## config.mk

```make
export PLATFORM = sky130hd
export DESIGN_NAME = rle_token_image_decoder
export DESIGN_NICKNAME = d
export VERILOG_FILES = /design/src/hw/rtl/rletok_pkg.sv /design/src/hw/rtl/rletok_parser.sv /design/src/hw/rtl/rletok_queue.sv /design/src/hw/rtl/rletok_emitter.sv /design/src/hw/rtl/rle_token_image_decoder.sv
export SDC_FILE = /design/constraint.sdc
export NUM_CORES = 1
export LEC_CHECK = 0
export BUFFER_PORTS_ARGS = -buffer_cell sky130_fd_sc_hd__buf_4
export CORE_ASPECT_RATIO = 1.4
export CORE_MARGIN = 4
export CORE_UTILIZATION = 58
export CTS_BUF_LIST = sky130_fd_sc_hd__clkbuf_8 sky130_fd_sc_hd__clkbuf_16
export CTS_CLUSTER_DIAMETER = 150
export DETAILED_ROUTE_END_ITERATION = 10
export GPL_TIMING_DRIVEN = 0
export PLACE_DENSITY = 0.76
export SLEW_MARGIN = 20
export SYNTH_ARGS = -nofsm -noshare
export SYNTH_HDL_FRONTEND = slang
export SYNTH_SLANG_ARGS = --single-unit
```

## constraint.sdc

```tcl
create_clock -name clk -period 5.9 [get_ports clk]
set_clock_uncertainty 0.1 [all_clocks]
set_input_delay 0 -clock clk [delete_from_list [all_inputs] [get_ports clk]]
set_output_delay 0 -clock clk [all_outputs]
set_load 0.05 [all_outputs]
```

## src/hw/rtl/rletok_pkg.sv

```systemverilog
// Shared types, codes and helpers for the run-length token image decoder.
`default_nettype none

package rletok_pkg;

  localparam int unsigned PosW      = 25;
  localparam int unsigned IndexW    = 24;
  localparam int unsigned PixelW    = 16;
  localparam int unsigned DimW      = 13;
  localparam int unsigned RunW      = 6;
  localparam int unsigned OffW      = 5;
  localparam int unsigned OutDataW  = 48;

  localparam logic [DimW-1:0] MaxDim   = 13'd4096;
  localparam logic [PosW-1:0] PosMax   = 25'h1FF_FFFF;
  localparam logic [PosW-1:0] FrameRst = 25'h100_0000;
  localparam logic [RunW-1:0] MaxRun   = 6'd32;

  localparam logic CfgLinePitch   = 1'b0;
  localparam logic CfgImageHeight = 1'b1;

  typedef enum logic [2:0] {
    TOK_STREAM      = 3'd0,
    TOK_TRANSPARENT = 3'd1,
    TOK_REPEAT      = 3'd2,
    TOK_LINEFEED    = 3'd4
  } tok_type_e;

  typedef enum logic [2:0] {
    ST_OK       = 3'd0,
    ST_OVERFLOW = 3'd1,
    ST_OVERRUN  = 3'd2,
    ST_BAD_LF   = 3'd3,
    ST_PAST     = 3'd4,
    ST_UNKNOWN  = 3'd5
  } status_e;

  typedef enum logic [1:0] {
    PH_TOKEN  = 2'd0,
    PH_STREAM = 2'd1,
    PH_REPEAT = 2'd2
  } phase_e;

  typedef struct packed {
    logic              we;
    logic [IndexW-1:0] index;
    logic [PixelW-1:0] value;
    status_e           status;
    logic              done;
    logic [RunW-1:0]   count;
  } cmd_t;

  function automatic logic [DimW-1:0] clamp_dim(input logic [DimW-1:0] v);
    logic [DimW-1:0] r;
    r = v;
    if (v == '0) r = 13'd1;
    else if (v > MaxDim) r = MaxDim;
    return r;
  endfunction

  function automatic logic [PosW-1:0] sat_pos(input logic [PosW:0] s);
    logic [PosW-1:0] r;
    r = s[PosW-1:0];
    if (s > {1'b0, PosMax}) r = PosMax;
    return r;
  endfunction

endpackage

`default_nettype wire

```

## src/hw/rtl/rletok_parser.sv

```systemverilog
// Front end: token and pixel byte parser, cursor tracking and config registers.
`default_nettype none

module rletok_parser (
  input  wire logic                clk,
  input  wire logic                rst,
  input  wire logic                cfg_we,
  input  wire logic                cfg_index,
  input  wire logic [12:0]         cfg_data,
  input  wire logic                s_tvalid,
  output logic                     s_tready,
  input  wire logic [7:0]          s_tdata,
  input  wire logic                s_tuser,
  input  wire logic                s_tlast,
  input  wire logic                q_full,
  output logic                     push,
  output rletok_pkg::cmd_t         cmd
);
  import rletok_pkg::*;

  logic [DimW-1:0] pitch, pitch_next;
  logic [DimW-1:0] height, height_next;
  logic [PosW-1:0] frame_end;
  logic [2*DimW-1:0] frame_prod;

  phase_e          phase, phase_next;
  logic            half, half_next;
  logic [7:0]      hold, hold_next;
  logic [RunW-1:0] run, run_next;
  logic [PosW-1:0] cursor, cursor_next;
  logic [PosW-1:0] nls, nls_next;
  logic            halted, halted_next;

  logic            acc;
  phase_e          e_phase;
  logic            e_half;
  logic [7:0]      e_hold;
  logic [RunW-1:0] e_run;
  logic [PosW-1:0] e_cursor;
  logic [PosW-1:0] e_nls;
  logic            e_halted;

  tok_type_e       ttype;
  logic [RunW-1:0] len;
  logic [PosW:0]   run_end;
  status_e         tok_status;
  logic [RunW-1:0] run_dec;
  logic [RunW-1:0] rep_n;

  assign s_tready = !q_full;
  assign acc      = s_tvalid && s_tready;

  assign e_phase  = s_tuser ? PH_TOKEN : phase;
  assign e_half   = s_tuser ? 1'b0 : half;
  assign e_hold   = s_tuser ? 8'd0 : hold;
  assign e_run    = s_tuser ? '0 : run;
  assign e_cursor = s_tuser ? '0 : cursor;
  assign e_nls    = s_tuser ? PosW'(pitch) : nls;
  assign e_halted = s_tuser ? 1'b0 : halted;

  assign ttype   = tok_type_e'(s_tdata[7:5]);
  assign len     = {1'b0, s_tdata[4:0]} + 6'd1;
  assign run_end = {1'b0, e_cursor} + (PosW+1)'(len);
  assign run_dec = (e_run == '0) ? '0 : e_run - 6'd1;
  assign rep_n   = (e_run > MaxRun) ? MaxRun : e_run;

  // config registers; frame size follows each write
  always_comb begin
    pitch_next  = pitch;
    height_next = height;
    if (cfg_we) begin
      unique case (cfg_index)
        CfgLinePitch:   pitch_next  = clamp_dim(cfg_data);
        CfgImageHeight: height_next = clamp_dim(cfg_data);
        default: ;
      endcase
    end
  end

  assign frame_prod = pitch_next * height_next;

  always_ff @(posedge clk) begin
    if (rst) begin
      pitch     <= MaxDim;
      height    <= MaxDim;
      frame_end <= FrameRst;
    end else begin
      pitch     <= pitch_next;
      height    <= height_next;
      frame_end <= frame_prod[PosW-1:0];
    end
  end

  always_comb begin
    unique case (ttype)
      TOK_LINEFEED: begin
        if (s_tdata[4:0] != 5'd0) tok_status = ST_BAD_LF;
        else if (e_cursor > e_nls) tok_status = ST_PAST;
        else tok_status = ST_OK;
      end
      TOK_TRANSPARENT: tok_status = (e_cursor < frame_end) ? ST_OK : ST_OVERFLOW;
      TOK_STREAM, TOK_REPEAT: begin
        if (run_end > {1'b0, frame_end}) tok_status = ST_OVERFLOW;
        else if (s_tlast) tok_status = ST_OVERRUN;
        else tok_status = ST_OK;
      end
      default: tok_status = ST_UNKNOWN;
    endcase
  end

  // next state
  always_comb begin
    phase_next = phase;
    if (acc) begin
      phase_next = e_phase;
      if (!e_halted) begin
        unique case (e_phase)
          PH_TOKEN: begin
            if (tok_status == ST_OK && ttype == TOK_STREAM) phase_next = PH_STREAM;
            else if (tok_status == ST_OK && ttype == TOK_REPEAT) phase_next = PH_REPEAT;
          end
          PH_STREAM: if (e_half && run_dec == '0) phase_next = PH_TOKEN;
          PH_REPEAT: if (e_half) phase_next = PH_TOKEN;
          default:   phase_next = PH_TOKEN;
        endcase
      end
    end
  end

  // datapath and command
  always_comb begin
    cursor_next = cursor;
    nls_next    = nls;
    half_next   = half;
    hold_next   = hold;
    run_next    = run;
    halted_next = halted;
    push        = 1'b0;
    cmd         = '0;
    cmd.status  = ST_OK;
    cmd.count   = 6'd1;
    if (acc) begin
      cursor_next = e_cursor;
      nls_next    = e_nls;
      half_next   = e_half;
      hold_next   = e_hold;
      run_next    = e_run;
      halted_next = e_halted;
      if (!e_halted) begin
        push     = 1'b1;
        cmd.done = s_tlast;
        if (e_phase == PH_TOKEN) begin
          cmd.status = tok_status;
          if (tok_status != ST_OK) begin
            halted_next = 1'b1;
          end else begin
            unique case (ttype)
              TOK_LINEFEED: begin
                cursor_next = e_nls;
                nls_next    = sat_pos({1'b0, e_nls} + (PosW+1)'(pitch));
              end
              TOK_TRANSPARENT: cursor_next = sat_pos(run_end);
              TOK_STREAM, TOK_REPEAT: begin
                run_next  = len;
                half_next = 1'b0;
                hold_next = 8'd0;
              end
              default: ;
            endcase
          end
        end else if (!e_half) begin
          hold_next = s_tdata;
          half_next = 1'b1;
          if (s_tlast) begin
            cmd.status  = ST_OVERRUN;
            halted_next = 1'b1;
          end
        end else begin
          half_next = 1'b0;
          hold_next = 8'd0;
          if (e_phase == PH_STREAM) begin
            cmd.we      = 1'b1;
            cmd.index   = e_cursor[IndexW-1:0];
            cmd.value   = {s_tdata, e_hold};
            cursor_next = sat_pos({1'b0, e_cursor} + 26'd1);
            run_next    = run_dec;
            if (run_dec != '0 && s_tlast) begin
              cmd.status  = ST_OVERRUN;
              halted_next = 1'b1;
            end
          end else begin
            run_next = '0;
            if (rep_n != '0) begin
              cmd.we      = 1'b1;
              cmd.index   = e_cursor[IndexW-1:0];
              cmd.value   = {s_tdata, e_hold};
              cmd.count   = rep_n;
              cursor_next = sat_pos({1'b0, e_cursor} + (PosW+1)'(rep_n));
            end
          end
        end
      end
    end
  end

  always_ff @(posedge clk) begin
    if (rst) begin
      phase  <= PH_TOKEN;
      half   <= 1'b0;
      hold   <= 8'd0;
      run    <= '0;
      cursor <= '0;
      nls    <= '0;
      halted <= 1'b0;
    end else begin
      phase  <= phase_next;
      half   <= half_next;
      hold   <= hold_next;
      run    <= run_next;
      cursor <= cursor_next;
      nls    <= nls_next;
      halted <= halted_next;
    end
  end

endmodule

`default_nettype wire

```

## src/hw/rtl/rletok_queue.sv

```systemverilog
// Two-entry command queue between the parser and the pixel emitter.
`default_nettype none

module rletok_queue (
  input  wire logic              clk,
  input  wire logic              rst,
  input  wire logic              push,
  input  wire rletok_pkg::cmd_t  cmd_in,
  input  wire logic              pop,
  output rletok_pkg::cmd_t       head,
  output logic                   empty,
  output logic                   full
);
  import rletok_pkg::*;

  cmd_t       mem [2];
  logic       wptr;
  logic       rptr;
  logic [1:0] cnt;

  assign empty = (cnt == 2'd0);
  assign full  = (cnt == 2'd2);
  assign head  = mem[rptr];

  always_ff @(posedge clk) begin
    if (push) mem[wptr] <= cmd_in;
  end

  always_ff @(posedge clk) begin
    if (rst) begin
      wptr <= 1'b0;
      rptr <= 1'b0;
      cnt  <= 2'd0;
    end else begin
      if (push) wptr <= !wptr;
      if (pop) rptr <= !rptr;
      cnt <= cnt + 2'(push) - 2'(pop);
    end
  end

endmodule

`default_nettype wire

```

## src/hw/rtl/rletok_emitter.sv

```systemverilog
// Back end: expands queued commands into output words, one per cycle while the sink is ready.
`default_nettype none

module rletok_emitter (
  input  wire logic              clk,
  input  wire logic              rst,
  input  wire rletok_pkg::cmd_t  head,
  input  wire logic              empty,
  output logic                   pop,
  output logic                   m_tvalid,
  input  wire logic              m_tready,
  output logic [47:0]            m_tdata,
  output logic [1:0]             m_tuser,
  output logic                   m_tlast
);
  import rletok_pkg::*;

  logic [OffW-1:0] off;
  logic            load;
  logic            last;

  assign load = (!m_tvalid || m_tready) && !empty;
  assign last = ({1'b0, off} == head.count - 6'd1) || (head.count == '0);
  assign pop  = load && last;

  always_ff @(posedge clk) begin
    if (rst) begin
      m_tvalid <= 1'b0;
      off      <= '0;
    end else begin
      if (load) m_tvalid <= 1'b1;
      else if (m_tready) m_tvalid <= 1'b0;
      if (load) off <= last ? '0 : off + 5'd1;
    end
  end

  always_ff @(posedge clk) begin
    if (load) begin
      m_tdata <= {5'd0, head.status, head.value, head.index + IndexW'(off)};
      m_tlast <= last;
      m_tuser <= {head.done && last, head.we};
    end
  end

endmodule

`default_nettype wire

```

## src/hw/rtl/rle_token_image_decoder.sv

```systemverilog
// Top level of the run-length token image decoder.
// Takes one encoded byte per word and emits pixel write words. Token, stream
// and transparent bytes each give at most one output word; the byte that
// completes a repeat pixel gives one word per run pixel (up to 32), emitted
// one per cycle by the back-end emitter while the sink is ready. A two-entry
// command queue sits between parser and emitter, so input stalls only once
// two commands are waiting, e.g. behind an n-pixel repeat still being expanded.
// Output stays at one word per cycle when the sink is ready and commands are
// queued. Errors halt the parser until a byte with image_start set.
`default_nettype none

module rle_token_image_decoder (
  input  wire logic        clk,
  input  wire logic        rst,
  input  wire logic        cfg_we,
  input  wire logic        cfg_index,
  input  wire logic [12:0] cfg_data,
  input  wire logic        s_tvalid,
  output logic             s_tready,
  input  wire logic [7:0]  s_tdata,   // data_byte
  input  wire logic        s_tuser,   // image_start
  input  wire logic        s_tlast,   // data_end
  output logic             m_tvalid,
  input  wire logic        m_tready,
  output logic [47:0]      m_tdata,   // pixel_index[23:0], pixel_value[39:24], status[42:40]
  output logic [1:0]       m_tuser,   // write_enable[0], image_done[1]
  output logic             m_tlast    // run_last
);
  import rletok_pkg::*;

  cmd_t cmd;
  cmd_t head;
  logic push;
  logic pop;
  logic q_empty;
  logic q_full;

  rletok_parser u_parser (
    .clk      (clk),
    .rst      (rst),
    .cfg_we   (cfg_we),
    .cfg_index(cfg_index),
    .cfg_data (cfg_data),
    .s_tvalid (s_tvalid),
    .s_tready (s_tready),
    .s_tdata  (s_tdata),
    .s_tuser  (s_tuser),
    .s_tlast  (s_tlast),
    .q_full   (q_full),
    .push     (push),
    .cmd      (cmd)
  );

  rletok_queue u_queue (
    .clk   (clk),
    .rst   (rst),
    .push  (push),
    .cmd_in(cmd),
    .pop   (pop),
    .head  (head),
    .empty (q_empty),
    .full  (q_full)
  );

  rletok_emitter u_emitter (
    .clk     (clk),
    .rst     (rst),
    .head    (head),
    .empty   (q_empty),
    .pop     (pop),
    .m_tvalid(m_tvalid),
    .m_tready(m_tready),
    .m_tdata (m_tdata),
    .m_tuser (m_tuser),
    .m_tlast (m_tlast)
  );

endmodule

`default_nettype wire

```

==> run_results.csv, run 1 <==
group,metric,value,unit
logic_synthesis,synthAdderAreaFrac,20.5,%
pwr,p_per_area,225,nW/µm²
logic_synthesis,ys_seq_elements,278,
timing,max_freq,168,MHz
final_layout,multi_input_area,15100,µm²
timing,slew_viol_final,0,
logic_synthesis,syn_avg_cell_area,8.77,µm²
floorplan,rows,86,
grt,track_usage,38.1,%
detailed_routing,drt_iter0_drc,1664,
logic_synthesis,synthFlopType,"edfxtp_1",
detailed_routing,vias,21200,
worst_setup_path,path_cells,"nand2_1, clkinvlp_4, ha_1, a21oi_1, o211ai_1, nand3_1, and2_1, clkbuf_1, nor3_1, xnor2_1, ha_1, nand4_1, or2_2, a221o_1, a31oi_2, o21ba_4, o31a_1, nor2_4, a221o_1, a22o_1",
cts,htree_levels,1,
final_layout,syn_to_final_growth,14.9,%
worst_setup_path,cp_slowest_cell,"or2_2",
worst_setup_path,cp_num_buf_inv,2,
placement,gp_congestion,1.05,
status,violations,"setup timing",
logic_synthesis,synthXorXnorAreaFrac,4.13,%
floorplan,die_x,177,µm
pwr,p_leak,0.0110,µW
logic_synthesis,synthCells,2636,
floorplan,core_area,39400,µm²
timing,finalCritPeriodShare,101,%
detailed_routing,post_drt_wl_per_cell,24.9,µm
job,drv_cap,0,
worst_setup_path,cp_max_fo,7,
final_layout,n_fill_cell,3205,
final_layout,design_area,26600,µm²
grt,grt_pass1_wl,126000,µm
placement,io_buffers,72,
final_layout,nets,3144,
floorplan,start_util,58.7,%
final_layout,regArea,7050,µm²
final_layout,fin_util,67.5,%
timing,layout_setup_ws,-0.0457,ns
cts,cts_tree,"built",
cts,cts_root_buf,"clkbuf_16",
grt,grt_pass1_vias,21800,
final_layout,stdcell_count,3361,
grt,grt_start_max_net_pins,54,
detailed_routing,drc_errors,0,
logic_synthesis,synth_simple_gate_area_share,19.1,%
pwr,p_total,5990,µW
worst_hold_path,min_path_type,"in2reg",
detailed_routing,final_antenna_net_count,0,
timing,worst-slew-pin-transition,1.14,ns
timing,finalSetupViolCount,2,
worst_setup_path,crit_type,"reg2reg",
detailed_routing,first_pass_iters,6,
final_layout,drive_gt1_share,13.1,%
logic_synthesis,synth_compound_gate_area_share,15.9,%
floorplan,die_h,244,µm
cts,numCtsBuffers,29,
detailed_routing,wl,83600,µm
logic_synthesis,ys_top_cells_by_area,"edfxtp_1, dfxtp_1, fa_1, ha_1, nand2_1",
placement,detailed_place.area,24400,µm²
worst_setup_path,arrival,6.32,ns
logic_synthesis,synth_top_family_by_area,"adder cells",
logic_synthesis,synth_commonest_cells,"nand2_1, inv_1, nor2_1",
final_layout,antennaDiodeCount,0,
logic_synthesis,syn_area,23100,µm²
floorplan,ios,82,
cts,path_clk_slew,0.07,ns
logic_synthesis,synth_mux_area_share,3.14,%
logic_synthesis,synth_top_area_cell,"edfxtp_1",
timing,slew_headroom,23.9,%
cts,clk_latency,0.59,ns
worst_setup_path,critical_path.max_stage_delay,0.43,ns
logic_synthesis,synth.most_common_cell,"nand2_1",
logic_synthesis,yosysUniqueCellTypes,89,
worst_setup_path,critPathRequiredTime,6.27,ns
status,status,"complete, but fails checks",
logic_synthesis,synth.yosys.seq_area_share,30.5,%
cts,clock_sinks,278,
timing,rsz0062_at_grt,"true",
floorplan,die-area,43200,µm²
placement,placedCellCount,3243,
timing,setup_tns,-0.0552,ns
placement,dp_hpwl,65100,µm
pwr,vdd.ir_drop.worst,0.231,mV
timing,period_minus_slack,5.95,ns
logic_synthesis,async_flop_share,0,%
cts,clockBufferDepth,3,
logic_synthesis,ys_warn_count,0,
logic_synthesis,synth_top_area_share,19.2,%
worst_setup_path,cp_top_family,"compound AO/OA/AOI/OAI gates",
grt,gr-total-overflow,0,
logic_synthesis,synth-edff-count,148,
timing,hold_violations,0,
detailed_routing,via_per_inst,6.30,
worst_setup_path,start_kind,"flip-flop",
grt,antenna_found_initial,0,
worst_setup_path,end_kind,"flip-flop",
[through the flow]
step	worst slack (ns)	hold WS, ns
6_report	-0.0457	0.0643
5_1_grt	-0.168	0.0829
4_1_cts	0.000359	0.00233
3_5_place_dp	-1.89	0.200
3_3_place_gp	-1.92	0.186
2_1_floorplan	0.0362	0.0483
[path summary, 6_finish.rpt]
path	from	end	slack, ns	cells past startpoint
setup reg to reg	u_parser.cursor[1]	u_parser.cursor[4]	-0.05	20
setup / recovery	u_parser.cursor[1]	u_parser.cursor[4]	-0.05	20
hold reg to reg	u_parser.nls[5]	u_parser.nls[5]	0.36	2
hold / removal	cfg_data[12]	u_parser.pitch[9]	0.06	4
[layout by cell type (no fill, tap or decap), types with 10 or more instances in the layout]
cell           instances
a211oi_1              29
a21o_1                20
a21oi_1              136
a221oi_1              11
a31oi_1               29
a32o_1                11
and2_1                58
and3_1                15
buf_1                 10
buf_2                 21
buf_4                119
clkbuf_1              64
clkbuf_16             29
dfxtp_1              124
dlygate4sd3_1         28
edfxtp_1             148
fa_1                 122
ha_1                 174
inv_1                272
mux2_2                36
mux2i_1               29
nand2_1              271
nand2b_1              28
nand3_1               70
nand4_1               41
nor2_1               238
nor2b_1               49
nor3_1                46
nor4_1                10
o211ai_1              14
o21a_1                16
o21ai_0              111
o21ai_2               15
o221ai_1              11
o311ai_0              12
o31ai_1               13
or2_2                 11
or3_1                 10
xnor2_1               75
xor2_1                34
[per-layer routing]
metal	global-route usage, %	vias to the layer above	share of wire (%)
met1	38.6	10000	32
met3	4.90	450	6.7
met4	36.4	0	13
met2	66.4	1138	49
met5	0	-	0
li1	-	9555	-
[tightest hold or removal path, cell delays in order]
cell and delay, ns:
buf_4 0.15, nand2b_1 0.23, o21a_2 0.26, nor2_1 0.06
[logic make-up (layout without fill, tap and decap cells)]
kind of cell | count (synthesis) | count (layout)
fa+ha+maj | 304 | 304
compound gates | 562 | 562
other cells | 1 | 5
buf+inv | 401 | 594
mux | 68 | 68
flops | 278 | 278
xor+xnor | 109 | 109
simple gates | 913 | 913
[registers in the layout, indices dropped and copies added, names as in the netlist, 2 cells and up, named ones only]
name / cells
u_emitter.m_tdata: 43
u_queue.cnt: 2
u_parser.pitch: 13
u_parser.phase: 2
u_parser.height: 13
u_parser.hold: 8
u_emitter.off: 5
u_parser.run: 6
u_parser.cursor: 25
u_parser.frame_end: 25
u_emitter.m_tuser: 2
u_queue.mem: 102
u_parser.nls: 25
[cell type report]
cell class	instances	share of cell area [%]
multi-input combinational	1961	56.7
sequential	278	26.6
timing repair buffer	142	4.49
inverter	275	3.90
clock buffer	30	2.78
tap	528	2.49
buffer	124	2.33
clock inverter	23	0.801
[power by group]
part	internal, µW	switching [µW]
combinational	522	1200
sequential	2320	98.1
clock	1040	808
total	3880	2110
[what timing repair did]
item / 4_1_cts / 5_1_grt
pin swaps: 21 / 26
endpoints found under the setup margin: 52 / 43
hold buffers: 26 / 2
buffers inserted: 31 / 8
hold endpoints to repair: 62 / 2
resized for setup: 105 / 55
gates cloned: 1 / 0
Note: power is estimated with default switching activity, not from simulation.
==> run 2, diff against run 1 <==
--- a/config.mk
+++ b/config.mk
@@ -7,7 +7,7 @@
 export LEC_CHECK = 0
 export BUFFER_PORTS_ARGS = -buffer_cell sky130_fd_sc_hd__buf_4
 export CORE_ASPECT_RATIO = 1.4
-export CORE_MARGIN = 4
+export CORE_MARGIN = 2
 export CORE_UTILIZATION = 58
 export CTS_BUF_LIST = sky130_fd_sc_hd__clkbuf_8 sky130_fd_sc_hd__clkbuf_16
 export CTS_CLUSTER_DIAMETER = 150
==> run 2 against run 1 <==
Against the previous run:
- the run ends with hold timing left
- register-to-register slack better by 0.09 ns
- core utilization up 0.37 points
- critical endpoint is now u_parser.frame_end[23]
- cell area up 0.54%
- largest power group unchanged
- sequential cell count unchanged
- largest cell class unchanged
- critical path depth up 3
- maximum frequency up 1.6%
- global-route usage up 2.4 points
- via count up 1.4%
- final cell count up 0.30%
==> run_results.csv, run 2 (synthesized netlist as in run 1, its figures left out) <==
group,metric,value,unit
status,status,"complete, but fails checks",
status,violations,"hold timing",
placement,dpl_worst_slack,-1.88,ns
pwr,seq_power_share,40.1,%
worst_setup_path,arrival,6.30,ns
worst_setup_path,start_kind,"flip-flop",
worst_setup_path,end_kind,"flip-flop",
cts,clk_latency,0.61,ns
timing,layout_setup_ws,0.0462,ns
detailed_routing,final_antenna_net_count,0,
floorplan,die-area,41500,µm²
floorplan,ios,82,
cts,htree_levels,1,
placement,detailed_place.area,24400,µm²
timing,slew_headroom,25.2,%
grt,grt_pass1_vias,22400,
cts,clockBufferDepth,3,
grt,gr-total-overflow,0,
floorplan,rows,86,
pwr,p_sw_share,36.1,%
timing,slew_viol_final,0,
placement,dp_hpwl,65300,µm
cts,clock_sinks,278,
detailed_routing,wl,85000,µm
final_layout,nets,3153,
final_layout,design_area,26700,µm²
cts,path_clk_slew,0.07,ns
cts,cts_root_buf,"clkbuf_16",
cts,cts_tree,"built",
final_layout,largest_reg_flops,102,
final_layout,syn_to_final_growth,15.5,%
pwr,pwr-share-comb,28.9,%
floorplan,die_h,240,µm
timing,max_freq,171,MHz
timing,hold_violations,1,
timing,finalCritPeriodShare,99.2,%
detailed_routing,via_per_inst,6.36,
final_layout,layout_common_cells,"nand2_1, inv_1, nor2_1, ha_1, edfxtp_1",
timing,timing.hold.ws,-0.00399,ns
final_layout,drive_gt1_share,14.1,%
detailed_routing,post_drt_wl_per_cell,25.2,µm
timing,setup_tns,0,ns
final_layout,top_regs,"u_queue.mem x102, u_emitter.m_tdata x43",
placement,io_buffers,72,
final_layout,top_register,"u_queue.mem",
final_layout,antennaDiodeCount,0,
floorplan,core_area,39400,µm²
timing,period_minus_slack,5.85,ns
cts,numCtsBuffers,29,
timing,finalSetupViolCount,0,
grt,grt_pass1_wl,128000,µm
pwr,vdd.ir_drop.worst,0.211,mV
pwr,p_switching,2180,µW
floorplan,start_util,58.7,%
detailed_routing,drc_errors,0,
final_layout,stdcell_count,3371,
placement,placedCellCount,3243,
timing,rsz0062_at_grt,"true",
worst_setup_path,critPathRequiredTime,6.35,ns
detailed_routing,vias,21500,
detailed_routing,drt_iter0_drc,1674,
pwr,p_leak,0.0110,µW
grt,track_usage,40.5,%
floorplan,die_x,173,µm
pwr,clock_power_share,31.1,%
job,drv_cap,0,
timing,worst-slew-pin-transition,1.12,ns
worst_setup_path,crit_type,"reg2reg",
grt,antenna_found_initial,1,
pwr,p_per_area,226,nW/µm²
final_layout,final_common_cell,"nand2_1",
worst_setup_path,cp_max_fo,3,
placement,gp_congestion,1.05,
pwr,intPower,3860,µW
worst_hold_path,min_path_type,"in2reg",
grt,grt_start_max_net_pins,54,
detailed_routing,first_pass_iters,7,
[run 2: per-stage QoR]
stage	power, µW	util [%]
global route	6240	67.8
CTS	5970	66.6
detailed placement	4070	62.1
finish	6040	67.8
global placement	4020	61.9
floorplan	3520	-
[run 2: critical path, stage by stage, from the launching register on]
cell	delay, ns
dfxtp_2	0.34
a21oi_4	0.18
buf_4	0.18
nor2_1	0.06
fa_1	0.49
inv_2	0.04
fa_1	0.63
inv_1	0.07
fa_1	0.48
fa_1	0.57
inv_1	0.07
fa_1	0.53
inv_2	0.05
ha_4	0.28
inv_4	0.03
a21oi_2	0.11
a21oi_2	0.08
buf_6	0.14
o21ai_4	0.17
a2111oi_4	0.12
o31ai_4	0.33
o41ai_4	0.12
or4_4	0.55
nand3_2	0.07
[run 2: path summary, 6_finish.rpt]
path	start	endpoint	slack, ns	cells past startpoint
worst min register to register	u_parser.nls[5]	u_parser.nls[5]	0.36	2
worst max register to register	u_parser.height[1]	u_parser.frame_end[23]	0.05	23
worst min-delay path	cfg_data[11]	u_parser.pitch[11]	-0.004	4
worst max-delay path	u_parser.height[1]	u_parser.frame_end[23]	0.05	23
[run 2: routing by layer]
metal | up-vias | track usage (%) | share of wire [%]
li1 | 9589 | - | -
met1 | 10200 | 40.2 | 33
met2 | 1158 | 72.1 | 49
met3 | 489 | 6.23 | 7.2
met4 | 2 | 39.0 | 12
met5 | - | 0 | 0.015
[run 2: power by group through the flow]
stage | clock [µW] | sequential, µW | combinational (µW)
after floorplan | 0 | 2770 | 750
after global placement | 0 | 2460 | 1560
after detailed placement | 0 | 2460 | 1620
after CTS | 1880 | 2420 | 1670
after global routing | 1960 | 2440 | 1840
final | 1880 | 2420 | 1740
[run 2: cell type report]
type / instances / area [µm²]
fill: 3180 / 12700
sequential: 278 / 7060
buffer: 123 / 604
inverter: 275 / 1040
timing repair buffer: 152 / 1270
multi-input combinational: 1961 / 15100
clock inverter: 24 / 214
tap: 528 / 661
clock buffer: 30 / 739
[run 2: what timing repair did]
action                                 in CTS  in global routing
pin swaps                                  19                 26
gates resized for setup                    96                 83
buffers inserted                           31                 20
endpoints found under the hold margin      60                  2
hold buffers                               25                  2
setup endpoints to repair                  51                 44
==> run 3, diff against run 2 <==
--- a/config.mk
+++ b/config.mk
@@ -6,7 +6,7 @@
 export NUM_CORES = 1
 export LEC_CHECK = 0
 export BUFFER_PORTS_ARGS = -buffer_cell sky130_fd_sc_hd__buf_4
-export CORE_ASPECT_RATIO = 1.4
+export CORE_ASPECT_RATIO = 0.75
 export CORE_MARGIN = 2
 export CORE_UTILIZATION = 58
 export CTS_BUF_LIST = sky130_fd_sc_hd__clkbuf_8 sky130_fd_sc_hd__clkbuf_16
==> run 3 against run 2 <==
Against the previous run:
- the run ends with hold timing, setup timing left
- worst hold slack worse by 0.0025 ns
- clock power is 3% higher
- total power is 1.8% higher
- core utilization is 0.19 points lower
- non-clock buffer count is 13 lower
==> run_results.csv, run 3 (synthesized netlist as in run 1, its figures left out) <==
group,metric,value,unit
status,status,"complete, but fails checks",
status,violations,"hold timing, setup timing",
cts,clockBufferDepth,3,
cts,cts_root_buf,"clkbuf_16",
floorplan,start_util,58.7,%
final_layout,largest_reg_flops,102,
detailed_routing,first_pass_iters,8,
worst_setup_path,crit_type,"in2reg",
placement,dp_hpwl,66300,µm
detailed_routing,post_drt_wl_per_cell,25.9,µm
floorplan,ios,82,
grt,grt_pass1_vias,21100,
grt,track_usage,41.7,%
floorplan,die_h,177,µm
floorplan,core_area,39400,µm²
detailed_routing,topRoutingLayerUsed,"met5",
grt,gr-total-overflow,0,
worst_hold_path,hold_path_end,"u_parser.pitch[1]",
timing,slew_headroom,24.7,%
timing,period_minus_slack,5.94,ns
pwr,pwr-share-comb,29.1,%
pwr,p_sw_share,36.0,%
detailed_routing,final_antenna_net_count,0,
worst_setup_path,reg2reg_depth,23,
cts,path_clk_slew,0.07,ns
worst_hold_path,whs_path_depth,4,
detailed_routing,drc_errors,0,
timing,rsz0062_at_grt,"true",
detailed_routing,via_per_inst,6.59,
grt,antenna_found_initial,1,
timing,finalSetupViolCount,3,
pwr,vdd.ir_drop.worst,0.228,mV
grt,grt_start_max_net_pins,54,
worst_setup_path,cp_max_fo,10,
timing,slew_viol_final,0,
placement,dpl_worst_slack,-1.86,ns
final_layout,nets,3142,
placement,io_buffers,72,
final_layout,n_fill_cell,3192,
placement,gp_congestion,1.05,
cts,numCtsBuffers,30,
floorplan,rows,63,
worst_setup_path,end_kind,"flip-flop",
timing,hold_violations,2,
final_layout,top_register,"u_queue.mem",
worst_setup_path,reg2reg_to,"u_parser.frame_end[21]",
final_layout,syn_to_final_growth,15.3,%
floorplan,die-area,41500,µm²
timing,max_freq,168,MHz
final_layout,drive_gt1_share,13.8,%
final_layout,top_regs,"u_queue.mem x102, u_emitter.m_tdata x43",
pwr,p_leak,0.0110,µW
cts,htree_levels,1,
detailed_routing,met2WireLength,33600,µm
detailed_routing,drt_iter0_drc,2846,
cts,clk_latency,0.59,ns
timing,timing.hold.ws,-0.00650,ns
cts,cts_tree,"built",
pwr,intPower,3940,µW
detailed_routing,wl,87000,µm
final_layout,final_common_cell,"inv_1",
grt,grt_pass1_wl,129000,µm
detailed_routing,drt-met1-wl,36000,µm
worst_setup_path,rrSetupSlack,-0.03,ns
worst_setup_path,crit_start,"s_tuser",
timing,layout_setup_ws,-0.0440,ns
timing,finalCritPeriodShare,101,%
pwr,clock_power_share,31.6,%
worst_hold_path,min_path_type,"in2reg",
final_layout,layout_common_cells,"inv_1, nand2_1, nor2_1, ha_1, edfxtp_1",
detailed_routing,vias,22100,
pwr,p_per_area,231,nW/µm²
detailed_routing,met3_length,14800,µm
worst_setup_path,start_kind,"primary input",
pwr,seq_power_share,39.3,%
worst_setup_path,reg2reg_from,"u_parser.pitch[3]",
floorplan,die_x,235,µm
pwr,p_switching,2210,µW
worst_setup_path,critPathRequiredTime,6.28,ns
timing,worst-slew-pin-transition,1.13,ns
job,drv_cap,0,
worst_hold_path,min-delay-start,"cfg_data[1]",
worst_setup_path,arrival,6.32,ns
final_layout,fin_util,67.6,%
cts,clock_sinks,278,
## run 3: changes by cell type in the layout (fill, tap and decap cells not counted), moves of 3 or more
cell,change
buf_4,-7
dlygate4sd3_1,-8
inv_1,+4
nand2b_1,+3
nand2b_4,-3
nor2_2,+4
nor2_4,-3
## run 3: critical path, stage by stage
cell	delay, ns
buf_4	0.19
buf_2	0.33
buf_4	0.33
buf_4	0.30
buf_6	0.28
nor2_1	0.21
ha_1	0.39
nor2_1	0.07
a31oi_1	0.22
nand3_2	0.25
and2_1	0.24
clkbuf_1	0.18
nor3_1	0.24
xnor2_1	0.14
ha_1	0.33
nand4_1	0.19
or2_2	0.39
a221o_1	0.35
a31oi_4	0.33
o21ba_4	0.34
o31a_1	0.24
nor2_2	0.13
a221o_1	0.42
a22o_1	0.21
## run 3: metrics by stage
stage	power, µW	instance area [µm²]	TNS, ns	instances	hold slack [ns]
finish	6150	26700	-0.0948	3353	-0.00650
global route	6340	26700	-0.479	3352	0.0280
CTS	6050	26200	0	3334	0.00437
detailed placement	4090	24400	-56.09	3234	0.202
global placement	4040	24400	-68.36	3232	0.188
floorplan	3520	23200	0	2640	0.0483
## run 3: power by group through the flow
stage	clock network [µW]	logic, µW	registers (µW)
2_1_floorplan	0	750	2770
3_3_place_gp	0	1580	2460
3_5_place_dp	0	1630	2450
4_1_cts	1940	1690	2410
5_1_grt	2020	1880	2440
6_report	1940	1790	2420
## run 3: layout make-up
type | instances | area [µm²] | area share [%]
diodes | 1 | 2.50 | 0.00939
plain buffers | 124 | 619 | 2.32
clock buffers | 31 | 776 | 2.91
clock inverters | 24 | 213 | 0.798
inverters | 275 | 1030 | 3.87
multi-input cells | 1962 | 15200 | 56.9
flip-flops and latches | 278 | 7050 | 26.5
well taps | 520 | 651 | 2.44
repair buffers | 138 | 1150 | 4.33
## run 3: how the worst max path moves through the flow
stage,endpoint,slack (ns),cells past startpoint
2_1_floorplan,u_parser.frame_end[24],0.04,25
3_3_place_gp,u_parser.frame_end[21],-1.93,24
3_5_place_dp,u_parser.frame_end[21],-1.86,25
4_1_cts,u_parser.frame_end[21],0.009,24
5_1_grt,u_parser.frame_end[21],-0.21,24
6_report,u_parser.cursor[4],-0.04,24
## run 3: timing repair
item	in CTS	in global routing
hold buffers	18	1
pin swaps	21	24
cloned	0	1
resized for setup	107	69
buffers inserted	31	16
hold endpoints to repair	47	1
setup endpoints to repair	54	44
## run 3: per-layer routing
metal	up-vias	track usage (%)
li1	9546	-
met3	218	18.9
met1	10800	60.9
met2	1567	55.4
met5	-	0
met4	2	9.96
